### src/design/pffra_pkg.sv
// Shared types, constants and helpers of the priority first-fit resource allocator.
`default_nettype none

package pffra_pkg;

    localparam int NUM_WORKERS = 4;
    localparam int WORKER_W    = 2;
    localparam int UNIT_BITS   = 8;
    localparam int ID_W        = 8;
    localparam int AMOUNT_W    = 8;
    localparam int COUNT_W     = 16;
    localparam int OUTCOME_W   = 3;
    localparam int APB_ADDR_W  = 4;
    localparam int APB_DATA_W  = 32;

    typedef logic [UNIT_BITS-1:0] unit_t;
    typedef logic [COUNT_W-1:0]   count_t;

    typedef enum logic [OUTCOME_W-1:0] {
        OUT_GRANTED     = 3'd0,
        OUT_REJECTED    = 3'd1,
        OUT_FORCED_WAIT = 3'd2,
        OUT_BLOCKED     = 3'd3,
        OUT_RELEASED    = 3'd4
    } outcome_t;

    typedef enum logic {
        OP_ALLOCATE = 1'b0,
        OP_RELEASE  = 1'b1
    } opcode_t;

    typedef enum logic [1:0] {
        ST_CLEAR = 2'd0,
        ST_IDLE  = 2'd1,
        ST_EXEC  = 2'd2
    } state_t;

    typedef struct packed {
        logic                valid;
        logic [WORKER_W-1:0] worker;
        unit_t               value;
    } cap_write_t;

    typedef struct packed {
        logic fw;
        logic blk;
    } seen_t;

    function automatic count_t sat_inc(input count_t v);
        return (v == '1) ? v : count_t'(v + 1'b1);
    endfunction

endpackage

`default_nettype wire

### src/design/pffra_cfg.sv
// APB register block holding the worker capacities.
`default_nettype none

module pffra_cfg
    import pffra_pkg::*;
(
    input  wire logic                  clk,
    input  wire logic                  rst_n,
    input  wire logic                  psel,
    input  wire logic                  penable,
    input  wire logic                  pwrite,
    input  wire logic [APB_ADDR_W-1:0] paddr,
    input  wire logic [APB_DATA_W-1:0] pwdata,
    output logic      [APB_DATA_W-1:0] prdata,
    output logic                       pready,
    output unit_t     [NUM_WORKERS-1:0] cap,
    output cap_write_t                 cap_wr
);

    unit_t [NUM_WORKERS-1:0] cap_reg;
    logic                    wr_en;
    logic [WORKER_W-1:0]     reg_idx;

    assign pready  = 1'b1;
    assign reg_idx = paddr[APB_ADDR_W-1:2];
    assign wr_en   = psel && penable && pwrite && pready;

    always_ff @(posedge clk or negedge rst_n)
    begin
        if (!rst_n)
        begin
            cap_reg <= '0;
        end
        else if (wr_en)
        begin
            cap_reg[reg_idx] <= pwdata[UNIT_BITS-1:0];
        end
    end

    assign prdata        = APB_DATA_W'(cap_reg[reg_idx]);
    assign cap           = cap_reg;
    assign cap_wr.valid  = wr_en;
    assign cap_wr.worker = reg_idx;
    assign cap_wr.value  = pwdata[UNIT_BITS-1:0];

endmodule

`default_nettype wire

### src/design/pffra_seen_mem.sv
// Synchronous memory of the per-id forced-wait and blocked marks.
`default_nettype none

module pffra_seen_mem
    import pffra_pkg::*;
#(
    parameter int DEPTH = 256,
    localparam int AW   = $clog2(DEPTH)
)
(
    input  wire logic          clk,
    input  wire logic          we,
    input  wire logic [AW-1:0] waddr,
    input  wire seen_t         wdata,
    input  wire logic          re,
    input  wire logic [AW-1:0] raddr,
    output seen_t              rdata
);

    seen_t mem [DEPTH];
    seen_t rdata_reg;

    always_ff @(posedge clk)
    begin
        if (we)
        begin
            mem[waddr] <= wdata;
        end
        if (re)
        begin
            rdata_reg <= mem[raddr];
        end
    end

    assign rdata = rdata_reg;

endmodule

`default_nettype wire

### src/design/pffra_core.sv
// Allocation engine: sequencer, free-unit registers, counters and bitmap read-modify-write.
`default_nettype none

module pffra_core
    import pffra_pkg::*;
#(
    parameter int ID_SPACE = 256,
    localparam int SLOT_W  = $clog2(ID_SPACE)
)
(
    input  wire logic                  clk,
    input  wire logic                  rst_n,
    input  wire logic                  start,
    output logic                       busy,
    input  wire logic                  opcode,
    input  wire logic [ID_W-1:0]       request_id,
    input  wire logic [AMOUNT_W-1:0]   amount,
    input  wire logic [WORKER_W-1:0]   release_worker,
    input  wire unit_t [NUM_WORKERS-1:0] cap,
    input  wire cap_write_t            cap_wr,
    output logic                       mem_we,
    output logic      [SLOT_W-1:0]     mem_waddr,
    output seen_t                      mem_wdata,
    output logic                       mem_re,
    output logic      [SLOT_W-1:0]     mem_raddr,
    input  wire seen_t                 mem_rdata,
    output logic                       done,
    output logic      [OUTCOME_W-1:0]  outcome,
    output logic      [WORKER_W-1:0]   granted_worker,
    output count_t                     rejected_total,
    output count_t                     forced_wait_total,
    output count_t                     blocked_total
);

    localparam int REM_W = ID_W + 8;
    localparam logic [REM_W-1:0] SPACE_V = REM_W'(ID_SPACE);
    localparam logic [SLOT_W-1:0] LAST_SLOT = SLOT_W'(ID_SPACE - 1);

    state_t                  state_reg, state_next;
    logic [SLOT_W-1:0]       clr_addr_reg, clr_addr_next;
    opcode_t                 op_reg;
    logic                    id_nz_reg;
    unit_t                   amount_reg;
    logic [WORKER_W-1:0]     rw_reg;
    logic [SLOT_W-1:0]       slot_reg;
    unit_t [NUM_WORKERS-1:0] free_reg, free_next;
    count_t                  rej_count_reg, rej_count_next;
    count_t                  fw_count_reg, fw_count_next;
    count_t                  blk_count_reg, blk_count_next;
    logic                    done_reg, done_next;
    outcome_t                outcome_reg, outcome_next;
    logic [WORKER_W-1:0]     worker_reg, worker_next;

    logic                    accept;
    logic [REM_W-1:0]        rem;
    logic [SLOT_W-1:0]       slot;
    unit_t                   max_cap;
    logic                    fit_found;
    logic [WORKER_W-1:0]     fit_idx;
    logic                    idle_any;
    logic [UNIT_BITS:0]      rel_sum;
    unit_t                   rel_val;

    assign accept = start && (state_reg == ST_IDLE);
    assign busy   = (state_reg != ST_IDLE);

    // The id is reduced to a bitmap slot by restoring subtraction.
    always_comb
    begin
        rem = REM_W'(request_id);
        for (int k = 3; k >= 0; k--)
        begin
            if (rem >= (SPACE_V << k))
            begin
                rem = rem - (SPACE_V << k);
            end
        end
        slot = rem[SLOT_W-1:0];
    end

    assign mem_re    = accept;
    assign mem_raddr = slot;

    always_comb
    begin
        max_cap   = '0;
        fit_found = 1'b0;
        fit_idx   = '0;
        idle_any  = 1'b0;
        for (int w = 0; w < NUM_WORKERS; w++)
        begin
            if (cap[w] > max_cap)
            begin
                max_cap = cap[w];
            end
            if (free_reg[w] == cap[w])
            begin
                idle_any = 1'b1;
            end
        end
        for (int w = NUM_WORKERS - 1; w >= 0; w--)
        begin
            if (free_reg[w] >= amount_reg)
            begin
                fit_found = 1'b1;
                fit_idx   = WORKER_W'(w);
            end
        end
    end

    assign rel_sum = {1'b0, free_reg[rw_reg]} + {1'b0, amount_reg};
    assign rel_val = (rel_sum > {1'b0, cap[rw_reg]}) ? cap[rw_reg] : rel_sum[UNIT_BITS-1:0];

    always_comb
    begin
        state_next     = state_reg;
        clr_addr_next  = clr_addr_reg;
        mem_we         = 1'b0;
        mem_waddr      = slot_reg;
        mem_wdata      = mem_rdata;
        free_next      = free_reg;
        rej_count_next = rej_count_reg;
        fw_count_next  = fw_count_reg;
        blk_count_next = blk_count_reg;
        done_next      = 1'b0;
        outcome_next   = outcome_reg;
        worker_next    = worker_reg;
        case (state_reg)
            ST_CLEAR:
            begin
                mem_we    = 1'b1;
                mem_waddr = clr_addr_reg;
                mem_wdata = '0;
                if (clr_addr_reg == LAST_SLOT)
                begin
                    state_next = ST_IDLE;
                end
                else
                begin
                    clr_addr_next = clr_addr_reg + 1'b1;
                end
            end
            ST_IDLE:
            begin
                if (accept)
                begin
                    state_next = ST_EXEC;
                end
            end
            ST_EXEC:
            begin
                state_next = ST_IDLE;
                if (op_reg == OP_RELEASE)
                begin
                    free_next[rw_reg] = rel_val;
                    done_next         = 1'b1;
                    outcome_next      = OUT_RELEASED;
                    worker_next       = rw_reg;
                end
                else if (id_nz_reg)
                begin
                    done_next   = 1'b1;
                    worker_next = '0;
                    if (amount_reg > max_cap)
                    begin
                        rej_count_next = sat_inc(rej_count_reg);
                        outcome_next   = OUT_REJECTED;
                    end
                    else if (fit_found)
                    begin
                        free_next[fit_idx] = free_reg[fit_idx] - amount_reg;
                        outcome_next       = OUT_GRANTED;
                        worker_next        = fit_idx;
                    end
                    else if (idle_any)
                    begin
                        outcome_next = OUT_FORCED_WAIT;
                        if (!mem_rdata.fw)
                        begin
                            mem_we        = 1'b1;
                            mem_wdata.fw  = 1'b1;
                            fw_count_next = sat_inc(fw_count_reg);
                        end
                    end
                    else
                    begin
                        outcome_next = OUT_BLOCKED;
                        if (!mem_rdata.blk)
                        begin
                            mem_we         = 1'b1;
                            mem_wdata.blk  = 1'b1;
                            blk_count_next = sat_inc(blk_count_reg);
                        end
                    end
                end
            end
            default:
            begin
                state_next    = ST_CLEAR;
                clr_addr_next = '0;
            end
        endcase
        if (cap_wr.valid)
        begin
            free_next[cap_wr.worker] = cap_wr.value;
        end
    end

    always_ff @(posedge clk or negedge rst_n)
    begin
        if (!rst_n)
        begin
            state_reg     <= ST_CLEAR;
            clr_addr_reg  <= '0;
            free_reg      <= '0;
            rej_count_reg <= '0;
            fw_count_reg  <= '0;
            blk_count_reg <= '0;
            done_reg      <= 1'b0;
            outcome_reg   <= OUT_GRANTED;
            worker_reg    <= '0;
        end
        else
        begin
            state_reg     <= state_next;
            clr_addr_reg  <= clr_addr_next;
            free_reg      <= free_next;
            rej_count_reg <= rej_count_next;
            fw_count_reg  <= fw_count_next;
            blk_count_reg <= blk_count_next;
            done_reg      <= done_next;
            outcome_reg   <= outcome_next;
            worker_reg    <= worker_next;
        end
    end

    always_ff @(posedge clk)
    begin
        if (accept)
        begin
            op_reg     <= opcode_t'(opcode);
            id_nz_reg  <= (request_id != '0);
            amount_reg <= amount[UNIT_BITS-1:0];
            rw_reg     <= release_worker;
            slot_reg   <= slot;
        end
    end

    assign done              = done_reg;
    assign outcome           = outcome_reg;
    assign granted_worker    = worker_reg;
    assign rejected_total    = rej_count_reg;
    assign forced_wait_total = fw_count_reg;
    assign blocked_total     = blk_count_reg;

`ifndef SYNTHESIS
    a_done_after_exec: assert property (@(posedge clk) disable iff (!rst_n)
        done_reg |-> ($past(state_reg) == ST_EXEC))
        else $error("Result strobe without a decision cycle before it.");

    a_mem_write_state: assert property (@(posedge clk) disable iff (!rst_n)
        mem_we |-> (state_reg != ST_IDLE))
        else $error("Bitmap memory written while idle.");

    a_zero_id_silent: assert property (@(posedge clk) disable iff (!rst_n)
        (state_reg == ST_EXEC && op_reg == OP_ALLOCATE && !id_nz_reg) |=> !done_reg)
        else $error("Allocate with id zero produced a result.");

    a_blocked_monotonic: assert property (@(posedge clk) disable iff (!rst_n)
        1'b1 |=> (blk_count_reg >= $past(blk_count_reg)))
        else $error("Blocked count went down.");
`endif

endmodule

`default_nettype wire

### src/design/priority_first_fit_resource_allocator_top.sv
// Top level of the priority first-fit resource allocator.
//
//   Channel   Handshake               Payload
//   --------  ----------------------  ---------------------------------------------
//   request   start, busy             opcode, request_id, amount, release_worker
//   result    done (one-cycle pulse)  outcome, granted_worker, rejected_total,
//                                     forced_wait_total, blocked_total
//   config    psel, penable, pwrite   paddr, pwdata, prdata, pready
//
// Start is taken in an idle cycle while the id bitmap memory is read, and the
// following cycle decides, updates the free units and writes the bitmap back,
// with busy high. done pulses for one cycle after that, but not for an allocate
// with id zero. After reset, busy stays high while the bitmap memory is cleared.
// The receiver cannot stall results.
`default_nettype none

module priority_first_fit_resource_allocator_top
    import pffra_pkg::*;
#(
    parameter int ID_SPACE = 256
)
(
    input  wire logic                  clk,
    input  wire logic                  rst_n,
    input  wire logic                  start,
    output logic                       busy,
    input  wire logic                  opcode,
    input  wire logic [ID_W-1:0]       request_id,
    input  wire logic [AMOUNT_W-1:0]   amount,
    input  wire logic [WORKER_W-1:0]   release_worker,
    output logic                       done,
    output logic      [OUTCOME_W-1:0]  outcome,
    output logic      [WORKER_W-1:0]   granted_worker,
    output logic      [COUNT_W-1:0]    rejected_total,
    output logic      [COUNT_W-1:0]    forced_wait_total,
    output logic      [COUNT_W-1:0]    blocked_total,
    input  wire logic                  psel,
    input  wire logic                  penable,
    input  wire logic                  pwrite,
    input  wire logic [APB_ADDR_W-1:0] paddr,
    input  wire logic [APB_DATA_W-1:0] pwdata,
    output logic      [APB_DATA_W-1:0] prdata,
    output logic                       pready
);

    localparam int SLOT_W = $clog2(ID_SPACE);

    unit_t [NUM_WORKERS-1:0] cap;
    cap_write_t              cap_wr;
    logic                    mem_we;
    logic [SLOT_W-1:0]       mem_waddr;
    seen_t                   mem_wdata;
    logic                    mem_re;
    logic [SLOT_W-1:0]       mem_raddr;
    seen_t                   mem_rdata;

    pffra_cfg u_cfg (
        .clk     (clk),
        .rst_n   (rst_n),
        .psel    (psel),
        .penable (penable),
        .pwrite  (pwrite),
        .paddr   (paddr),
        .pwdata  (pwdata),
        .prdata  (prdata),
        .pready  (pready),
        .cap     (cap),
        .cap_wr  (cap_wr)
    );

    pffra_seen_mem #(
        .DEPTH (ID_SPACE)
    ) u_seen_mem (
        .clk   (clk),
        .we    (mem_we),
        .waddr (mem_waddr),
        .wdata (mem_wdata),
        .re    (mem_re),
        .raddr (mem_raddr),
        .rdata (mem_rdata)
    );

    pffra_core #(
        .ID_SPACE (ID_SPACE)
    ) u_core (
        .clk               (clk),
        .rst_n             (rst_n),
        .start             (start),
        .busy              (busy),
        .opcode            (opcode),
        .request_id        (request_id),
        .amount            (amount),
        .release_worker    (release_worker),
        .cap               (cap),
        .cap_wr            (cap_wr),
        .mem_we            (mem_we),
        .mem_waddr         (mem_waddr),
        .mem_wdata         (mem_wdata),
        .mem_re            (mem_re),
        .mem_raddr         (mem_raddr),
        .mem_rdata         (mem_rdata),
        .done              (done),
        .outcome           (outcome),
        .granted_worker    (granted_worker),
        .rejected_total    (rejected_total),
        .forced_wait_total (forced_wait_total),
        .blocked_total     (blocked_total)
    );

endmodule

`default_nettype wire
### config.mk
export PLATFORM = sky130hd
export DESIGN_NAME = priority_first_fit_resource_allocator_top
export DESIGN_NICKNAME = d
export VERILOG_FILES = /design/src/design/pffra_pkg.sv /design/src/design/pffra_cfg.sv /design/src/design/pffra_seen_mem.sv /design/src/design/pffra_core.sv /design/src/design/priority_first_fit_resource_allocator_top.sv
export SDC_FILE = /design/constraint.sdc
export NUM_CORES = 1
export LEC_CHECK = 0
export ABC_AREA = 1
export BUFFER_PORTS_ARGS = -buffer_cell sky130_fd_sc_hd__buf_4
export CORE_MARGIN = 3
export CORE_UTILIZATION = 40
export CTS_CLUSTER_DIAMETER = 40
export DETAILED_ROUTE_END_ITERATION = 6
export GPL_TIMING_DRIVEN = 0
export MAX_ROUTING_LAYER = met4
export PLACE_DENSITY_LB_ADDON = 0.1
export SYNTH_ARGS = -nofsm -noshare
export SYNTH_HDL_FRONTEND = slang
export SYNTH_SLANG_ARGS = --single-unit
### constraint.sdc
create_clock -name clk -period 10.55 [get_ports clk]
set_input_delay 1.5825 -clock clk [delete_from_list [all_inputs] [get_ports clk]]
set_output_delay 1.5825 -clock clk [all_outputs]
set_load 0.01 [all_outputs]
Word level (Yosys, flattened, before mapping)
Memory sizes are Yosys's and may differ from the RTL's. A register that Yosys moved wholly into a read port is not among the register bits.
Index checks and enable logic that the tools add are counted.

word-level totals
  register bits after elaboration = 148
  memories kept = 1
  input port bits = 61
  output and inout bits = 88
  RAM bits = 512
  logic and storage cells = 160

operators by class
  reductions and logical operators = 16
  equal/unequal tests = 14
  muxes and demuxes = 76
  add/subtract/negate cells = 6
  bitwise operators = 10
  magnitude comparators = 16

memory list
  memory          words  bits a word  read ports  clocked after Yosys merged registers in  write ports  line                  text
  u_seen_mem.mem  256    2            1           1                                        1            pffra_seen_mem.sv:20  seen_t mem [DEPTH];

operator list
  cell                                                        count
  two-way mux 32 bit                                          6
  bitwise mux 32 bit                                          4
  two-way mux 8 bit                                           14
  binary-select mux 8 bit (select 2 bit)                      4
  adder 16 x 1 -> 16 bit, second input constant               3
  demux 8 bit (select 2 bit)                                  3
  equality test 16 bit, second input constant                 3
  equality test 8 bit                                         4
  >= comparator 8 bit                                         4
  > comparator 8 bit                                          4
  two-way mux 2 bit                                           14
  two-way mux 1 bit                                           23
  case mux 8 bit (2 select lines)                             1
  AND reduction 8 bit                                         2
  two-way mux 3 bit                                           4
  NOT 1 bit                                                   10
  adder 8 x 8 -> 9 bit                                        1
  > comparator 9 x 8 -> 1 bit                                 1
  less-than comparator 2 x 3 -> 1 bit, second input constant  3
  adder 8 x 1 -> 8 bit, second input constant                 1
  equality test 8 bit, second input constant                  1
  > comparator 8 x 1 -> 1 bit, second input constant          1
  nonzero test 8 bit                                          1
  subtractor 8 bit                                            1
  other kinds (14)                                            25

Depth between registers and ports, before layout
  depth after elaboration = 17
  depth in mapped cells = 47
  gate-level depth less buffers = 44

By module
A second synthesis with hierarchy kept.

unflattened totals
  cells, all modules = 3640
  area total of the unflattened synthesis = 34027.6 um^2

by module, submodules not included
  module          cells an instance  area each (um^2)  sequential area each (um^2)  instances
  pffra_seen_mem  2055               22146.2           15434.8                      1
  pffra_core      1336               10032.1           3002.9                       1
  pffra_cfg       249                1849.3            800.8                        1

Worst setup path before layout
OpenSTA, ideal clock, no wires.

  kind = reg2reg
  start point = register u_cfg.cap_reg (netlist bit u_cfg.cap[3])
  end point = memory u_seen_mem.mem[0][0] (netlist name) (data pin)
  required time = 9.728 ns
  setup slack = 1.480 ns
  library setup time = 0.822 ns
  buffers on the path = 3
  arrival = 8.248 ns
  stages on the path, launching flop included = 38
  clock period less this slack = 9.070 ns
  cells stage by stage = dfrtp_1 > inv_1 > ha_1 > a21oi_1 > o21ai_0 > nand2_1 > o211ai_1 > o21ai_1 > clkbuf_1 > nand2_1 > o21ai_0 > ha_1 > a21oi_1 > o21ai_0 > nand2_1 > o211ai_1 > o21ai_1 > buf_1 > (+2 left out) > ha_1 > nand2_1 > inv_1 > a221oi_1 > o221ai_1 > o21ai_1 > clkbuf_1 > nand2_1 > o21ai_0 > ha_1 > a21oi_1 > o21a_1 > nand2_1 > nand2_1 > nand2_1 > nor2_1 > nand2_2 > nand2_1

RTL lines
  element                           line                  text
  start: declaration                pffra_cfg.sv:20       unit_t [NUM_WORKERS-1:0] cap_reg;
  start signal: indexed assignment  pffra_cfg.sv:36       cap_reg[reg_idx] <= pwdata[UNIT_BITS-1:0];
  end: declaration                  pffra_seen_mem.sv:20

Final worst setup path
  start point = register u_cfg.cap_reg (netlist bit u_cfg.cap[4])
  end point = memory u_seen_mem.mem[191][1] (netlist name) (enable)

between the ends
  cells in the longest elaborated chain, start to end = 15
  elaborated cells on any way between the ends = 22
  those cells by class = order compare: 5; eq/ne: 1; mux: 16

ends and longest elaborated chain
  element                                      line                  text
  > comparator 8 x 1 -> 1 bit                  pffra_core.sv:92      if (cap[w] > max_cap)
  two-way mux 8 bit                            pffra_core.sv:92
  > comparator 8 bit                           pffra_core.sv:92
  two-way mux 8 bit                            pffra_core.sv:92
  > comparator 8 bit                           pffra_core.sv:92
  two-way mux 8 bit                            pffra_core.sv:92
  > comparator 8 bit                           pffra_core.sv:92
  two-way mux 8 bit                            pffra_core.sv:92
  > comparator 8 bit                           pffra_core.sv:164     if (amount_reg > max_cap)
  two-way mux 1 bit (*)                        pffra_core.sv:164
  two-way mux 1 bit (*)                        pffra_core.sv:160     else if (id_nz_reg)
  two-way mux 1 bit (*)                        pffra_core.sv:153     if (op_reg == OP_RELEASE)
  case mux 1 bit (2 select lines) (*)          pffra_core.sv:128     case (state_reg)
  two-way mux 1 bit (*)                        pffra_seen_mem.sv:25  if (we)
  two-way mux 1 bit (not written as such) (*)  pffra_seen_mem.sv:27  mem[waddr] <= wdata;

Every way passes the cells marked *; elsewhere a longest branch is shown, timed or not.

==> impl_metrics.py <==
metrics = {
    "power": {
        "combPwrFrac_pct": 36.1,
        "power.density_nw_per_um2": 293,
        "leakagePower_nw": 14.5,
        "vdd_ir_drop_max_v": 0.000185,
        "p_sw_w": 0.00470,
        "p_seq_share_pct": 30.4,
        "p_total_w": 0.0115,
        "p_int_w": 0.00682,
        "clkPwrFrac_pct": 33.5,
        "p_sw_share_pct": 40.8,
    },
    "timing": {
        "fin_tns_setup_ns": 0,
        "slew_violations": 0,
        "rsz0062_at_grt": "false",
        "hold_viol": 0,
        "fmax_mhz": 117,
        "worst_pin_slew_ns": 1.32,
        "setup_viol": 0,
        "finalCritPeriodShare_pct": 81.0,
        "finClkSkew_ns": 0.0802,
        "max_slew_margin_pct": 12.2,
        "period_needed_ns": 8.54,
    },
    "floorplanning": {
        "core_area_um2": 81100,
        "rows": 104,
        "die_area_um2": 85700,
        "start_util_pct": 40.6,
        "io_pins": 149,
        "die_h_um": 293,
        "fp.dieW_um": 293,
    },
    "route": {
        "wirelength_mm": 132,
        "drt-initial-drc-count": 3994,
        "vias": 28400,
        "via_per_inst": 6.02,
        "ant_nets": 0,
        "routedWlPerCell_um": 27.9,
        "remaining_drc_errors": 16,
        "dr.pass1.iters": 7,
    },
    "synthesis": {
        "yosysMostFrequentCell": "nor2_1",
        "synth_enable_flop_cells": 534,
        "synthArstFlopShare_pct": 19.3,
        "syn_inst": 3320,
        "seq_area_frac_synth_pct": 58.5,
        "synth_top_area_share_pct": 48.7,
        "netlist_area_um2": 32900,
        "synth_area_leaders": "edfxtp_1, dfrtp_1, nor2_1",
        "synth-main-ff-cell": "edfxtp_1",
        "ys_types": 51,
        "synth_top_area_cell": "edfxtp_1",
        "ys_warn_count": 0,
        "synth_commonest_cells": "nor2_1, edfxtp_1, nand2_1",
        "ys_ff_latch": 662,
        "syn_area_per_cell_um2": 9.91,
    },
    "placed_design": {
        "placed_area_um2": 35200,
        "port_buffers": 96,
        "gp_congestion": 0.972,
        "dp_hpwl_mm": 91.9,
    },
    "worst_setup_path": {
        "crit_path_end_kind": "flop",
        "slowest_stage": "nand2_1",
        "cpMostUsedCell": "nand2_1",
        "max_stage_delay_ns": 0.53,
        "arrival_ns": 8.93,
        "critical_path_class": "flop to flop",
        "required_ns": 10.94,
        "critical_path.startpoint_type": "flop",
        "crit_path_max_fanout": 10,
    },
    "clocking": {
        "ctsResizeCount": 0,
        "cts_num_sinks": 662,
        "root_buffer": "clkbuf_16",
        "cts.clk_slew.worst_paths_ns": 0.05,
        "clk_path_buf_depth": 3,
        "cts_tree": "built",
        "cts_hold_buffers": 0,
        "cts_setup_buffers": 0,
        "clk_latency_ns": 0.71,
        "cts_buffers": 109,
        "htreeDepth": 3,
    },
    "finish": {
        "drive_gt1_share_pct": 12.2,
        "finalNetCount": 3714,
        "area_growth_pct": 19.3,
        "multi_input_area_um2": 12100,
        "regArea_um2": 19200,
        "largest_reg_flops": 512,
        "diodes": 0,
        "final_area_um2": 39300,
        "n_fill_cell": 7490,
    },
    "grt": {
        "grt_pass1_vias": 27000,
        "grt_max_degree": 86,
        "antenna_found_initial": 6,
        "grt_pass1_wl_mm": 187,
        "grt_usage_pct": 30.9,
        "overflow": 0,
    },
    "hold_path": {
        "min_path_type": "flop to flop",
    },
    "job": {
        "cap_violations": 0,
    },
    "status": {
        "violations": "DRC",
        "run_status": "complete, but fails checks",
    },
}
## per-stage QoR
stage,util [%],setup WS (ns),hold WS [ns],std cells
4_1_cts,48.4,2.26,0.496,4711
5_1_grt,48.4,1.46,0.513,4711
2_1_floorplan,-,1.48,0.478,3343
3_5_place_dp,43.5,2.26,0.488,4506
6_report,48.4,2.01,0.496,4711
3_3_place_gp,43.2,-3.56,0.466,4499
## path summary, 6_finish.rpt
kind / startpoint / endpoint / slack (ns) / cells after the start
min reg2reg: u_core.blocked_total[14] / u_core.blocked_total[14] / 0.50 / 1
max: u_cfg.cap[4] / u_seen_mem.mem[191][1] / 2.01 / 39
min in group asynchronous: rst_n / u_core.blocked_total[5] / 0.87 / 1
max reg2reg: u_cfg.cap[4] / u_seen_mem.mem[191][1] / 2.01 / 39
min: u_core.blocked_total[14] / u_core.blocked_total[14] / 0.50 / 1
max in group asynchronous: rst_n / u_core.free_reg[12] / 8.84 / 2
## area by class of cell
type	count	area share, %
well taps	1060	3.38
clock inverters	86	3.15
plain buffers	207	2.49
multi-input cells	2285	30.8
clock buffers	119	7.10
flip-flops and latches	662	49.0
inverters	189	1.81
repair buffers	103	2.32
## critical path, delay by kind of cell, from the launching register on
kind	cells	cell delay [ns]
compound gates	14	2.74
fa+ha+maj	4	1.29
buf+inv	6	1.73
flops	1	0.43
simple gates	15	2.08
## cells in the final DEF (no fill, tap or decap), types with 5 or more instances in the layout
cell / synthesis / routed
bufinv_16: 0 / 21
buf_1: 5 / 5
buf_4: 25 / 120
o211ai_1: 41 / 41
nand3_1: 165 / 165
nand2_8: 10 / 10
clkinv_1: 3 / 5
nand4_1: 36 / 36
o21ai_1: 8 / 8
inv_2: 8 / 8
a21oi_1: 147 / 147
inv_1: 178 / 178
o21ai_0: 344 / 344
xor2_1: 35 / 35
inv_6: 0 / 14
o21a_1: 9 / 9
nor4_1: 7 / 7
o22ai_1: 98 / 98
o221ai_1: 67 / 67
buf_6: 10 / 11
clkinvlp_4: 0 / 13
ha_1: 94 / 94
clkinv_2: 0 / 11
nor2_2: 64 / 64
dfrtp_1: 128 / 128
conb_1: 2 / 25
clkbuf_16: 0 / 110
buf_2: 13 / 13
xnor2_1: 29 / 29
nand2_1: 480 / 478
edfxtp_1: 534 / 534
buf_16: 0 / 6
clkbuf_1: 153 / 162
nor3_1: 16 / 16
a22oi_1: 16 / 16
clkinv_4: 0 / 19
nor2_1: 552 / 552
a221oi_1: 9 / 9
## power groups by stage
stage	clock (W)	combinational (W)	sequential, W
2_1_floorplan	0	0.00249	0.00352
3_3_place_gp	0	0.00389	0.00374
3_5_place_dp	0	0.00401	0.00354
4_1_cts	0.00389	0.00404	0.00349
5_1_grt	0.00402	0.00451	0.00351
6_report	0.00386	0.00416	0.00350
## per-layer routing
layer  global-route usage, %  up-vias  share of wire (%)
met3                    6.63      277                 12
met2                    43.0     1860                 42
li1                        -    12200                  -
met1                    44.9    14000                 43
met4                    10.3        0                3.4
met5                       -        -                  0
## cell families after synthesis
kind of cell	Yosys count	share of synthesized area, %
xor gates and xnor gates	64	1.70
muxes	2	0.0684
DFF	662	58.5
AOI/OAI and AO/OA	756	13.4
and+or+nand+nor	1342	17.5
buffers and inverters	396	5.13
adders and majority gates	96	3.70
other	2	0.0228
No activity file was read; power rests on OpenSTA's default activity.
